[config.mk]
export PLATFORM = sky130hd
export DESIGN_NAME = omni_wheel_velocity_pi_controller_core
export DESIGN_NICKNAME = d
export VERILOG_FILES = /design/src/rtl/core/owpi_pkg.sv /design/src/rtl/core/owpi_ctrl.sv /design/src/rtl/core/owpi_dp.sv /design/src/rtl/core/omni_wheel_velocity_pi_controller_core.sv
export SDC_FILE = /design/constraint.sdc
export NUM_CORES = 2
export LEC_CHECK = 0
export BUFFER_PORTS_ARGS = -buffer_cell sky130_fd_sc_hd__buf_2
export CORE_MARGIN = 4
export CORE_UTILIZATION = 30
export DETAILED_ROUTE_END_ITERATION = 16
export HOLD_SLACK_MARGIN = 0.06
export SKIP_CTS_REPAIR_TIMING = 1
export SYNTH_ARGS = -nofsm -noshare
export SYNTH_HDL_FRONTEND = slang
export SYNTH_SLANG_ARGS = --single-unit
[constraint.sdc]
create_clock -name i_clk -period 26.4 [get_ports i_clk]
set_input_delay 1.32 -clock i_clk [delete_from_list [all_inputs] [get_ports i_clk]]
set_output_delay 1.32 -clock i_clk [all_outputs]
set_load 0.02 [all_outputs]
[src/rtl/core/owpi_pkg.sv]
// Shared types, constants and widths for the omni wheel PI controller.
package owpi_pkg;

    // Default number of fraction bits in the PI gains.
    localparam int GAIN_FRAC_BITS_DEF = 8;

    // Field and register widths.
    localparam int VEL_W   = 9;
    localparam int MAP_W   = 10;
    localparam int ROT_W   = 12;
    localparam int ENC_W   = 16;
    localparam int DRV_W   = 11;
    localparam int TGT_W   = 16;
    localparam int INT_W   = 32;
    localparam int ERR_W   = 17;
    localparam int GAIN_W  = 12;
    localparam int RATIO_W = 16;
    localparam int LIM_W   = 10;
    localparam int CFG_W   = 16;
    localparam int IDX_W   = 2;
    localparam int MUL_A_W = 28;
    localparam int MUL_B_W = 24;
    localparam int PROD_W  = MUL_A_W + MUL_B_W;
    localparam int SQ_W    = 32;
    localparam int SQ_STEPS = 16;

    // Register reset values.
    localparam logic [GAIN_W-1:0]  KP_RST    = 12'd640;
    localparam logic [GAIN_W-1:0]  KI_RST    = 12'd154;
    localparam logic [RATIO_W-1:0] RATIO_RST = 16'd256;
    localparam logic [LIM_W-1:0]   LIM_RST   = 10'd499;

    // Register indexes on the configuration port.
    localparam logic [IDX_W-1:0] REG_KP    = 2'd0;
    localparam logic [IDX_W-1:0] REG_KI    = 2'd1;
    localparam logic [IDX_W-1:0] REG_RATIO = 2'd2;
    localparam logic [IDX_W-1:0] REG_LIM   = 2'd3;

    // Fixed-point constants: cos 45 degrees in Q16 and 0.1 in Q26.
    localparam logic signed [MUL_B_W-1:0] COS45_Q16 = 24'sd46341;
    localparam logic signed [MUL_B_W-1:0] TENTH_Q26 = 24'sd6710886;
    localparam int TARGET_SHIFT = 26;
    localparam int MAP_SHIFT    = 15;

    // Function codes.
    localparam logic FUNC_CMD  = 1'b0;
    localparam logic FUNC_TICK = 1'b1;

    // Controller states.
    typedef enum logic [3:0] {
        ST_IDLE,
        ST_ROT,
        ST_SQ_INIT,
        ST_SQ_STEP,
        ST_SQ_MUL,
        ST_SQ_STORE,
        ST_TG_MUL1,
        ST_TG_MUL2,
        ST_TG_STORE,
        ST_PI_ERR,
        ST_PI_MULI,
        ST_PI_INTEG,
        ST_PI_MULP,
        ST_PI_DRIVE,
        ST_FINISH
    } t_state;

    // Datapath operations.
    typedef enum logic [3:0] {
        OP_NONE,
        OP_LOAD,
        OP_ROT,
        OP_SQ_INIT,
        OP_SQ_STEP,
        OP_SQ_MUL,
        OP_SQ_STORE,
        OP_TG_MUL1,
        OP_TG_MUL2,
        OP_TG_STORE,
        OP_PI_ERR,
        OP_PI_MULI,
        OP_PI_INTEG,
        OP_PI_MULP,
        OP_PI_DRIVE,
        OP_PUBLISH
    } t_op;

    // Command from controller to datapath.
    typedef struct packed {
        t_op        op;
        logic       axis;
        logic [1:0] wheel;
    } t_cmd;

    // Status from datapath to controller.
    typedef struct packed {
        logic circle;
        logic out_busy;
    } t_stat;

endpackage

[src/rtl/core/owpi_ctrl.sv]
// Sequencing state machine for the omni wheel PI controller.
module owpi_ctrl (
    input  logic            i_clk,
    input  logic            i_rst_n,
    input  logic            i_in_valid,
    input  logic            i_func,
    input  owpi_pkg::t_stat i_stat,
    output logic            o_in_ready,
    output owpi_pkg::t_cmd  o_cmd
);

    owpi_pkg::t_state r_state, n_state;
    logic [3:0]       r_step, n_step;
    logic [1:0]       r_wheel, n_wheel;
    logic             r_axis, n_axis;

    // State and counters.
    always_ff @(posedge i_clk) begin
        if (!i_rst_n) begin
            r_state <= owpi_pkg::ST_IDLE;
            r_step  <= '0;
            r_wheel <= '0;
            r_axis  <= 1'b0;
        end else begin
            r_state <= n_state;
            r_step  <= n_step;
            r_wheel <= n_wheel;
            r_axis  <= n_axis;
        end
    end

    // Next state and datapath commands.
    always_comb begin
        n_state    = r_state;
        n_step     = r_step;
        n_wheel    = r_wheel;
        n_axis     = r_axis;
        o_in_ready = 1'b0;
        o_cmd.op    = owpi_pkg::OP_NONE;
        o_cmd.axis  = r_axis;
        o_cmd.wheel = r_wheel;
        case (r_state)
            owpi_pkg::ST_IDLE: begin
                o_in_ready = 1'b1;
                n_wheel    = '0;
                n_axis     = 1'b0;
                if (i_in_valid) begin
                    o_cmd.op = owpi_pkg::OP_LOAD;
                    n_state  = (i_func == owpi_pkg::FUNC_TICK) ? owpi_pkg::ST_PI_ERR
                                                               : owpi_pkg::ST_ROT;
                end
            end
            owpi_pkg::ST_ROT: begin
                o_cmd.op = owpi_pkg::OP_ROT;
                n_state  = i_stat.circle ? owpi_pkg::ST_SQ_INIT : owpi_pkg::ST_TG_MUL1;
            end
            owpi_pkg::ST_SQ_INIT: begin
                o_cmd.op = owpi_pkg::OP_SQ_INIT;
                n_step   = '0;
                n_state  = owpi_pkg::ST_SQ_STEP;
            end
            owpi_pkg::ST_SQ_STEP: begin
                o_cmd.op = owpi_pkg::OP_SQ_STEP;
                n_step   = r_step + 4'd1;
                if (r_step == 4'(owpi_pkg::SQ_STEPS - 1)) begin
                    n_state = owpi_pkg::ST_SQ_MUL;
                end
            end
            owpi_pkg::ST_SQ_MUL: begin
                o_cmd.op = owpi_pkg::OP_SQ_MUL;
                n_state  = owpi_pkg::ST_SQ_STORE;
            end
            owpi_pkg::ST_SQ_STORE: begin
                o_cmd.op = owpi_pkg::OP_SQ_STORE;
                n_axis   = 1'b1;
                n_state  = r_axis ? owpi_pkg::ST_TG_MUL1 : owpi_pkg::ST_SQ_INIT;
            end
            owpi_pkg::ST_TG_MUL1: begin
                o_cmd.op = owpi_pkg::OP_TG_MUL1;
                n_state  = owpi_pkg::ST_TG_MUL2;
            end
            owpi_pkg::ST_TG_MUL2: begin
                o_cmd.op = owpi_pkg::OP_TG_MUL2;
                n_state  = owpi_pkg::ST_TG_STORE;
            end
            owpi_pkg::ST_TG_STORE: begin
                o_cmd.op = owpi_pkg::OP_TG_STORE;
                n_wheel  = r_wheel + 2'd1;
                n_state  = (r_wheel == 2'd3) ? owpi_pkg::ST_IDLE : owpi_pkg::ST_TG_MUL1;
            end
            owpi_pkg::ST_PI_ERR: begin
                o_cmd.op = owpi_pkg::OP_PI_ERR;
                n_state  = owpi_pkg::ST_PI_MULI;
            end
            owpi_pkg::ST_PI_MULI: begin
                o_cmd.op = owpi_pkg::OP_PI_MULI;
                n_state  = owpi_pkg::ST_PI_INTEG;
            end
            owpi_pkg::ST_PI_INTEG: begin
                o_cmd.op = owpi_pkg::OP_PI_INTEG;
                n_state  = owpi_pkg::ST_PI_MULP;
            end
            owpi_pkg::ST_PI_MULP: begin
                o_cmd.op = owpi_pkg::OP_PI_MULP;
                n_state  = owpi_pkg::ST_PI_DRIVE;
            end
            owpi_pkg::ST_PI_DRIVE: begin
                o_cmd.op = owpi_pkg::OP_PI_DRIVE;
                n_wheel  = r_wheel + 2'd1;
                n_state  = (r_wheel == 2'd3) ? owpi_pkg::ST_FINISH : owpi_pkg::ST_PI_ERR;
            end
            owpi_pkg::ST_FINISH: begin
                // Wait until the output register is free.
                if (!i_stat.out_busy) begin
                    o_cmd.op = owpi_pkg::OP_PUBLISH;
                    n_state  = owpi_pkg::ST_IDLE;
                end
            end
            default: begin
                n_state = owpi_pkg::ST_IDLE;
            end
        endcase
    end

endmodule

[src/rtl/core/owpi_dp.sv]
// Datapath: registers, shared multiplier, square root and PI arithmetic.
module owpi_dp #(
    parameter int GAIN_FRAC_BITS = owpi_pkg::GAIN_FRAC_BITS_DEF
) (
    input  logic                                   i_clk,
    input  logic                                   i_rst_n,
    input  owpi_pkg::t_cmd                         i_cmd,
    output owpi_pkg::t_stat                        o_stat,
    input  logic                                   i_cfg_valid,
    input  logic [owpi_pkg::IDX_W-1:0]             i_cfg_index,
    input  logic [owpi_pkg::CFG_W-1:0]             i_cfg_data,
    input  logic signed [owpi_pkg::VEL_W-1:0]      i_vel_x,
    input  logic signed [owpi_pkg::VEL_W-1:0]      i_vel_y,
    input  logic signed [owpi_pkg::ROT_W-1:0]      i_vel_rot,
    input  logic                                   i_circle_mode,
    input  logic signed [owpi_pkg::ENC_W-1:0]      i_enc_count_0,
    input  logic signed [owpi_pkg::ENC_W-1:0]      i_enc_count_1,
    input  logic signed [owpi_pkg::ENC_W-1:0]      i_enc_count_2,
    input  logic signed [owpi_pkg::ENC_W-1:0]      i_enc_count_3,
    input  logic                                   i_out_ready,
    output logic                                   o_out_valid,
    output logic signed [owpi_pkg::DRV_W-1:0]      o_drive_0,
    output logic signed [owpi_pkg::DRV_W-1:0]      o_drive_1,
    output logic signed [owpi_pkg::DRV_W-1:0]      o_drive_2,
    output logic signed [owpi_pkg::DRV_W-1:0]      o_drive_3
);

    localparam int SUM_W = 34;
    localparam logic signed [SUM_W-1:0] DRV_BIAS = SUM_W'((64'd1 << GAIN_FRAC_BITS) - 64'd1);

    // Configuration registers.
    logic [owpi_pkg::GAIN_W-1:0]  r_kp, r_ki;
    logic [owpi_pkg::RATIO_W-1:0] r_ratio;
    logic [owpi_pkg::LIM_W-1:0]   r_lim;

    // Item registers.
    logic signed [owpi_pkg::VEL_W-1:0] r_x, r_y;
    logic signed [owpi_pkg::MAP_W-1:0] r_mx, r_my;
    logic signed [owpi_pkg::ROT_W-1:0] r_rot;
    logic                              r_circle;
    logic signed [owpi_pkg::ENC_W-1:0] r_enc [4];

    // Wheel state.
    logic signed [owpi_pkg::TGT_W-1:0] r_target [4];
    logic signed [owpi_pkg::INT_W-1:0] r_integ  [4];

    // Working registers.
    logic signed [owpi_pkg::PROD_W-1:0] r_prod;
    logic signed [35:0]                 r_rotp;
    logic signed [owpi_pkg::ERR_W-1:0]  r_err;
    logic [30:0]                        r_sq_a;
    logic [owpi_pkg::SQ_W-1:0]          r_sq_r;
    logic [30:0]                        r_sq_bit;
    logic signed [owpi_pkg::DRV_W-1:0]  r_drive [4];
    logic signed [owpi_pkg::DRV_W-1:0]  r_out [4];
    logic                               r_out_valid;

    // Shared multiplier.
    logic signed [owpi_pkg::MUL_A_W-1:0] mul_a;
    logic signed [owpi_pkg::MUL_B_W-1:0] mul_b;
    logic signed [owpi_pkg::PROD_W-1:0]  mul_p;

    // Combinational helpers.
    logic signed [owpi_pkg::MAP_W:0]   s_sum;
    logic signed [owpi_pkg::MAP_W:0]   s_xt, s_yt;
    logic signed [owpi_pkg::VEL_W-1:0] sq_other;
    logic signed [17:0]                sq_osq;
    logic signed [32:0]                sq_diff;
    logic [owpi_pkg::SQ_W-1:0]         sq_rb;
    logic signed [owpi_pkg::PROD_W-1:0] map_b;
    logic signed [47:0]                tg_n, tg_b, tg_q;
    logic signed [owpi_pkg::TGT_W-1:0] tg_val;
    logic signed [SUM_W-1:0]           pi_sum, pi_b, pi_d, pi_lim;
    logic signed [owpi_pkg::INT_W-1:0] integ_sat;
    logic signed [owpi_pkg::DRV_W-1:0] drv_val;
    logic signed [owpi_pkg::TGT_W-1:0] cur_t;
    logic signed [owpi_pkg::INT_W-1:0] cur_i;

    assign cur_t = r_target[i_cmd.wheel];
    assign cur_i = r_integ[i_cmd.wheel];

    // Wheel sign pattern: x is negated on wheels 1 and 2, y on wheels 2 and 3.
    always_comb begin
        s_xt = (i_cmd.wheel == 2'd1 || i_cmd.wheel == 2'd2) ? -(11'(r_mx)) : 11'(r_mx);
        s_yt = i_cmd.wheel[1] ? -(11'(r_my)) : 11'(r_my);
        s_sum = s_xt + s_yt;
    end

    // Operand selection for the multiplier.
    always_comb begin
        mul_a = '0;
        mul_b = '0;
        case (i_cmd.op)
            owpi_pkg::OP_ROT: begin
                mul_a = owpi_pkg::MUL_A_W'(r_rot);
                mul_b = owpi_pkg::TENTH_Q26;
            end
            owpi_pkg::OP_SQ_MUL: begin
                mul_a = i_cmd.axis ? owpi_pkg::MUL_A_W'(r_y) : owpi_pkg::MUL_A_W'(r_x);
                mul_b = $signed({7'b0, r_sq_r[16:0]});
            end
            owpi_pkg::OP_TG_MUL1: begin
                mul_a = $signed({12'b0, r_ratio});
                mul_b = owpi_pkg::MUL_B_W'(s_sum);
            end
            owpi_pkg::OP_TG_MUL2: begin
                mul_a = r_prod[owpi_pkg::MUL_A_W-1:0];
                mul_b = owpi_pkg::COS45_Q16;
            end
            owpi_pkg::OP_PI_MULI: begin
                mul_a = owpi_pkg::MUL_A_W'(r_err);
                mul_b = $signed({12'b0, r_ki});
            end
            owpi_pkg::OP_PI_MULP: begin
                mul_a = owpi_pkg::MUL_A_W'(r_err);
                mul_b = $signed({12'b0, r_kp});
            end
            default: begin
                mul_a = '0;
                mul_b = '0;
            end
        endcase
        mul_p = owpi_pkg::PROD_W'(mul_a) * owpi_pkg::PROD_W'(mul_b);
    end

    // Square root argument, one restoring step, and the mapped value.
    always_comb begin
        sq_other = i_cmd.axis ? r_x : r_y;
        sq_osq   = 18'(sq_other) * 18'(sq_other);
        sq_diff  = (33'sd1 <<< 30) - (33'(sq_osq) <<< 15);
        sq_rb    = r_sq_r + {1'b0, r_sq_bit};
        map_b    = r_prod + ((r_prod < 0) ? owpi_pkg::PROD_W'((1 << owpi_pkg::MAP_SHIFT) - 1)
                                          : '0);
    end

    // Target from the scaled sum, truncated toward zero and saturated.
    always_comb begin
        tg_n = r_prod[47:0] - 48'(r_rotp);
        tg_b = tg_n + ((tg_n < 0) ? 48'((64'd1 << owpi_pkg::TARGET_SHIFT) - 64'd1) : 48'd0);
        tg_q = tg_b >>> owpi_pkg::TARGET_SHIFT;
        if (tg_q > 48'sd32767) begin
            tg_val = 16'sh7fff;
        end else if (tg_q < -48'sd32768) begin
            tg_val = -16'sh8000;
        end else begin
            tg_val = tg_q[15:0];
        end
    end

    // Integrator update with saturation and the clamped drive.
    always_comb begin
        pi_sum = SUM_W'($signed(r_prod[29:0])) + SUM_W'(cur_i);
        if (pi_sum > SUM_W'(34'sh07fffffff)) begin
            integ_sat = 32'sh7fffffff;
        end else if (pi_sum < -SUM_W'(34'sh080000000)) begin
            integ_sat = 32'sh80000000;
        end else begin
            integ_sat = pi_sum[31:0];
        end
        pi_b   = pi_sum + ((pi_sum < 0) ? DRV_BIAS : '0);
        pi_d   = pi_b >>> GAIN_FRAC_BITS;
        pi_lim = $signed({24'b0, r_lim});
        if (pi_d >= pi_lim) begin
            drv_val = pi_lim[10:0];
        end else if (pi_d <= -pi_lim) begin
            drv_val = -(pi_lim[10:0]);
        end else begin
            drv_val = pi_d[10:0];
        end
    end

    // Configuration writes.
    always_ff @(posedge i_clk) begin
        if (!i_rst_n) begin
            r_kp    <= owpi_pkg::KP_RST;
            r_ki    <= owpi_pkg::KI_RST;
            r_ratio <= owpi_pkg::RATIO_RST;
            r_lim   <= owpi_pkg::LIM_RST;
        end else if (i_cfg_valid) begin
            case (i_cfg_index)
                owpi_pkg::REG_KP:    r_kp    <= i_cfg_data[owpi_pkg::GAIN_W-1:0];
                owpi_pkg::REG_KI:    r_ki    <= i_cfg_data[owpi_pkg::GAIN_W-1:0];
                owpi_pkg::REG_RATIO: r_ratio <= i_cfg_data;
                owpi_pkg::REG_LIM:   r_lim   <= i_cfg_data[owpi_pkg::LIM_W-1:0];
                default: begin
                end
            endcase
        end
    end

    // Wheel state: targets and integrators.
    always_ff @(posedge i_clk) begin
        if (!i_rst_n) begin
            for (int k = 0; k < 4; k++) begin
                r_target[k] <= '0;
                r_integ[k]  <= '0;
            end
        end else begin
            case (i_cmd.op)
                owpi_pkg::OP_TG_STORE: r_target[i_cmd.wheel] <= tg_val;
                owpi_pkg::OP_PI_ERR: begin
                    // Clear the integrator when the target is zero or its sign opposes it.
                    if ((cur_i > 0 && cur_t <= 0) || (cur_i < 0 && cur_t >= 0)) begin
                        r_integ[i_cmd.wheel] <= '0;
                    end
                end
                owpi_pkg::OP_PI_INTEG: r_integ[i_cmd.wheel] <= integ_sat;
                default: begin
                end
            endcase
        end
    end

    // Working registers of the datapath.
    always_ff @(posedge i_clk) begin
        case (i_cmd.op)
            owpi_pkg::OP_LOAD: begin
                r_x      <= i_vel_x;
                r_y      <= i_vel_y;
                r_mx     <= owpi_pkg::MAP_W'(i_vel_x);
                r_my     <= owpi_pkg::MAP_W'(i_vel_y);
                r_rot    <= i_vel_rot;
                r_circle <= i_circle_mode;
                r_enc[0] <= i_enc_count_0;
                r_enc[1] <= i_enc_count_1;
                r_enc[2] <= i_enc_count_2;
                r_enc[3] <= i_enc_count_3;
            end
            owpi_pkg::OP_ROT: r_rotp <= mul_p[35:0];
            owpi_pkg::OP_SQ_INIT: begin
                r_sq_a   <= (sq_diff < 0) ? '0 : sq_diff[30:0];
                r_sq_r   <= '0;
                r_sq_bit <= 31'd1 << 30;
            end
            owpi_pkg::OP_SQ_STEP: begin
                if ({1'b0, r_sq_a} >= sq_rb) begin
                    r_sq_a <= r_sq_a - sq_rb[30:0];
                    r_sq_r <= (r_sq_r >> 1) + {1'b0, r_sq_bit};
                end else begin
                    r_sq_r <= r_sq_r >> 1;
                end
                r_sq_bit <= r_sq_bit >> 2;
            end
            owpi_pkg::OP_SQ_MUL,
            owpi_pkg::OP_TG_MUL1,
            owpi_pkg::OP_TG_MUL2,
            owpi_pkg::OP_PI_MULI,
            owpi_pkg::OP_PI_MULP: r_prod <= mul_p;
            owpi_pkg::OP_SQ_STORE: begin
                if (i_cmd.axis) begin
                    r_my <= map_b[owpi_pkg::MAP_SHIFT +: owpi_pkg::MAP_W];
                end else begin
                    r_mx <= map_b[owpi_pkg::MAP_SHIFT +: owpi_pkg::MAP_W];
                end
            end
            owpi_pkg::OP_PI_ERR: begin
                r_err <= owpi_pkg::ERR_W'(cur_t) - owpi_pkg::ERR_W'(r_enc[i_cmd.wheel]);
            end
            owpi_pkg::OP_PI_DRIVE: r_drive[i_cmd.wheel] <= drv_val;
            default: begin
            end
        endcase
    end

    // Output register, free again once the receiver takes the request.
    always_ff @(posedge i_clk) begin
        if (!i_rst_n) begin
            r_out_valid <= 1'b0;
        end else if (i_cmd.op == owpi_pkg::OP_PUBLISH) begin
            r_out_valid <= 1'b1;
        end else if (i_out_ready) begin
            r_out_valid <= 1'b0;
        end
    end

    always_ff @(posedge i_clk) begin
        if (i_cmd.op == owpi_pkg::OP_PUBLISH) begin
            for (int k = 0; k < 4; k++) begin
                r_out[k] <= r_drive[k];
            end
        end
    end

    assign o_stat.circle   = r_circle;
    assign o_stat.out_busy = r_out_valid && !i_out_ready;
    assign o_out_valid     = r_out_valid;
    assign o_drive_0       = r_out[0];
    assign o_drive_1       = r_out[1];
    assign o_drive_2       = r_out[2];
    assign o_drive_3       = r_out[3];

endmodule

[src/rtl/core/omni_wheel_velocity_pi_controller_core.sv]
// Top level of the omni wheel PI controller: controller plus datapath.
//
// Input channel (i_in_valid / o_in_ready) takes one request per item. A
// command request (func 0) maps the body velocities to four wheel targets
// and gives no result. A tick request (func 1) runs the PI loop for all
// four wheels and gives one result request on o_out_valid / i_out_ready.
// The configuration channel (i_cfg_valid / o_cfg_ready) is always ready and
// writes the gain, ratio and limit registers; write only while idle.
// A tick computes the error, integral product, integrator, proportional
// product and drive for each wheel in turn, then publishes the result; a
// command computes the rotation product, with circle mapping runs the
// 16-step square root unit once per axis, then two products on the single
// shared multiplier and a store per wheel. One item is in work at a time.
// The finished result sits in an output register, so the receiver may stall
// while the next item is accepted; a tick finishing into a full output
// register waits until it is taken.
// A synchronous active-low reset clears targets, integrators and registers
// to their reset values; the block is ready in the first cycle after.
module omni_wheel_velocity_pi_controller_core #(
    parameter int GAIN_FRAC_BITS = owpi_pkg::GAIN_FRAC_BITS_DEF
) (
    input  logic                              i_clk,
    input  logic                              i_rst_n,
    input  logic                              i_in_valid,
    output logic                              o_in_ready,
    input  logic                              i_func,
    input  logic signed [owpi_pkg::VEL_W-1:0] i_vel_x,
    input  logic signed [owpi_pkg::VEL_W-1:0] i_vel_y,
    input  logic signed [owpi_pkg::ROT_W-1:0] i_vel_rot,
    input  logic                              i_circle_mode,
    input  logic signed [owpi_pkg::ENC_W-1:0] i_enc_count_0,
    input  logic signed [owpi_pkg::ENC_W-1:0] i_enc_count_1,
    input  logic signed [owpi_pkg::ENC_W-1:0] i_enc_count_2,
    input  logic signed [owpi_pkg::ENC_W-1:0] i_enc_count_3,
    output logic                              o_out_valid,
    input  logic                              i_out_ready,
    output logic signed [owpi_pkg::DRV_W-1:0] o_drive_0,
    output logic signed [owpi_pkg::DRV_W-1:0] o_drive_1,
    output logic signed [owpi_pkg::DRV_W-1:0] o_drive_2,
    output logic signed [owpi_pkg::DRV_W-1:0] o_drive_3,
    input  logic                              i_cfg_valid,
    output logic                              o_cfg_ready,
    input  logic [owpi_pkg::IDX_W-1:0]        i_cfg_index,
    input  logic [owpi_pkg::CFG_W-1:0]        i_cfg_data
);

    owpi_pkg::t_cmd  cmd;
    owpi_pkg::t_stat stat;

    // Configuration writes are taken at once.
    assign o_cfg_ready = 1'b1;

    // Sequencer.
    owpi_ctrl u_ctrl (
        .i_clk      (i_clk),
        .i_rst_n    (i_rst_n),
        .i_in_valid (i_in_valid),
        .i_func     (i_func),
        .i_stat     (stat),
        .o_in_ready (o_in_ready),
        .o_cmd      (cmd)
    );

    // Arithmetic and storage.
    owpi_dp #(
        .GAIN_FRAC_BITS (GAIN_FRAC_BITS)
    ) u_dp (
        .i_clk         (i_clk),
        .i_rst_n       (i_rst_n),
        .i_cmd         (cmd),
        .o_stat        (stat),
        .i_cfg_valid   (i_cfg_valid),
        .i_cfg_index   (i_cfg_index),
        .i_cfg_data    (i_cfg_data),
        .i_vel_x       (i_vel_x),
        .i_vel_y       (i_vel_y),
        .i_vel_rot     (i_vel_rot),
        .i_circle_mode (i_circle_mode),
        .i_enc_count_0 (i_enc_count_0),
        .i_enc_count_1 (i_enc_count_1),
        .i_enc_count_2 (i_enc_count_2),
        .i_enc_count_3 (i_enc_count_3),
        .i_out_ready   (i_out_ready),
        .o_out_valid   (o_out_valid),
        .o_drive_0     (o_drive_0),
        .o_drive_1     (o_drive_1),
        .o_drive_2     (o_drive_2),
        .o_drive_3     (o_drive_3)
    );

endmodule
==> flow_summary.ini <==
[outcome]
status = finished clean

[route]
postRouteAntennaNets = 0
wl_per_cell_um = 20.0
drt-initial-drc-count = 4421
drt_pass1_iterations = 6
drc_errors = 0
route.vias.total = 47500
viasPerCell = 5.02
wl_um = 189000

[placement]
detailed_place_hpwl_um = 152000
port_buffers = 164
gp_congestion = 0.927
dpl_worst_slack_ns = 12.95

[timing]
rsz0062_at_grt = no
finalWorstSetupSlack_ns = 12.66
tns_ns = 0
skew_ns = 0.0483
hold_viol_final = 0
clock.fmax_mhz = 72.8
relSlewSlack_pct = 13.4
worst_pin_slew_ns = 1.29
finalSetupViolations = 0
slew_viol_final = 0
period_share_pct = 52.0
layout_min_cycle_time_ns = 13.74

[setup_path]
startpoint_type = register
ff2ff_setup_slack_ns = 12.66
worstPathArrival_ns = 14.16
critPathMaxStageDelay_ns = 0.76
reg2regPathDepth = 45
r2r_start = u_ctrl.r_wheel[1]
critical_path_class = reg2reg
crit_path_end_kind = register
critPathSlowestCell = dfxtp_1
timing.rr.end = u_dp.r_prod[45]
critPathRequiredTime_ns = 26.82
path_max_fanout = 40

[die]
die-area_um2 = 221000
io_pins = 166
core-area_um2 = 212000
die_h_um = 470
die_w_um = 470
start_util_pct = 30.2
row_count = 169

[cts]
clock_latency_ns = 0.69
cts_sinks = 640
clk_pin_slew_ns = 0.07
numCtsBuffers = 70
h-tree-depth = 3
clockBufferDepth = 3
cts_root_buf = clkbuf_16
cts_tree = done

[hold_path]
holdPathStages = 0
hp-start = u_dp.r_drive[3][7]
hp-class = reg2reg
hold_end = u_dp.r_out[3][7]

[grt]
grt_pass1_vias = 48500
grt_first_pass_wirelength_um = 292000
gr-usage-all-layers_pct = 16.9
antenna_found_initial = 11
grt_max_degree = 65
overflow = 0

[synth]
synth_largest_area_cell = edfxtp_1
ys_seq_area_share_pct = 29.0
synth_most_common_cell = inv_1
ys.flop_type = edfxtp_1
synth_edf_count = 576
async_reset_ff_share_pct = 0
synth_cell_types = 100
synth_area_um2 = 64000
synth_common_cells = 1109 x inv_1, 738 x fa_1, 636 x nand2_1
yosys_warnings = 0
avgSynthCellArea_um2 = 9.89
synth_top_area_share_pct = 27.0
ys_ff_latch = 640
synth.area.top_cells = edfxtp_1 27%, fa_1 23%, ha_1 9.0%
synth_cells = 6468

[cells_and_area]
final_layout_size_suffix_gt1_share_pct = 8.18
fin_nets = 7884
syn_to_final_growth_pct = 10.4

[flow_run]
drv_cap = 0
per-layer routing:
layer	up-vias	share of wire, %	global-route usage (%)
li1	21700	-	-
met1	23800	44	23.4
met2	1637	46	27.0
met3	270	7.4	3.03
met4	8	3.3	5.05
met5	-	0.036	0
stage by stage:
step | hold slack, ns | instance area [um2] | instances | utilization (%)
finish | 0.405 | 70600 | 9452 | 33.3
global route | 0.420 | 70600 | 9445 | 33.3
CTS | 0.416 | 70600 | 9444 | 33.3
detailed placement | 0.405 | 68300 | 9318 | 32.2
global placement | 0.406 | 68300 | 9318 | 32.2
floorplan | 0.400 | 64100 | 6491 | -
sequential cells by signal, summed over array words and instances, names as in the netlist, 16 cells and up, named ones only:
register       count
u_dp.r_sq_r       32
u_dp.r_enc        64
u_dp.r_out        44
u_dp.r_rotp       36
u_dp.r_drive      44
u_dp.r_err        17
u_dp.r_sq_bit     16
u_dp.r_prod       49
u_dp.r_target     64
u_dp.r_ratio      16
u_dp.r_integ     128
u_dp.r_sq_a       31
layout make-up:
class                   count  area (um2)
diodes                      8        20.0
clock buffers              86        1850
clock inverters            40         454
fillers                 21400      141000
inverters                1113        4180
multi-input cells        4501       40600
flip-flops and latches    640       18600
well taps                2821        3530
repair buffers            243        1410
placed cells by master, fill, tap and decap left out, types with 72 or more instances in the layout:
cell,count
nor2_1,574
buf_4,79
xnor2_1,221
fa_1,738
xor2_1,104
nand2_1,633
buf_2,164
a21o_1,138
inv_1,1106
a21oi_1,274
nand3_1,81
ha_1,458
edfxtp_1,576
clkbuf_16,72
o21ai_0,221
logic make-up after synthesis:
group / count (synthesis) / share of synthesized area [%]
simple gates: 1741 / 12.3
buf+inv: 1350 / 7.96
fa+ha+maj: 1199 / 32.1
compound gates: 1109 / 11.3
flops: 640 / 29.0
xor+xnor: 327 / 4.50
mux: 100 / 2.84
other cells: 2 / 0.0117
worst max-delay path: cells and delay by family, from the launching register on:
| kind | cells | cell delay [ns] |
|---|---|---|
| buf+inv | 8 | 1.58 |
| xor+xnor | 1 | 0.08 |
| simple gates | 6 | 1.09 |
| flops | 1 | 0.76 |
| compound gates | 20 | 4.95 |
| fa+ha+maj | 10 | 4.96 |
worst max path at each step:
| stage | start | to | slack (ns) | cells past startpoint |
|---|---|---|---|---|
| 2_1_floorplan | u_ctrl.r_wheel[1] | u_dp.r_prod[45] | 15.11 | 47 |
| 3_3_place_gp | u_ctrl.r_wheel[1] | u_dp.r_prod[45] | 13.27 | 45 |
| 3_5_place_dp | u_ctrl.r_wheel[1] | u_dp.r_prod[45] | 12.95 | 46 |
| 4_1_cts | u_ctrl.r_wheel[1] | u_dp.r_prod[45] | 12.90 | 45 |
| 5_1_grt | u_ctrl.r_wheel[1] | u_dp.r_prod[45] | 11.85 | 46 |
| 6_report | u_ctrl.r_wheel[1] | u_dp.r_prod[45] | 12.66 | 45 |
Power is not shown: default switching activity piles up to over one toggle a cycle in this logic, so the estimate is an artifact.
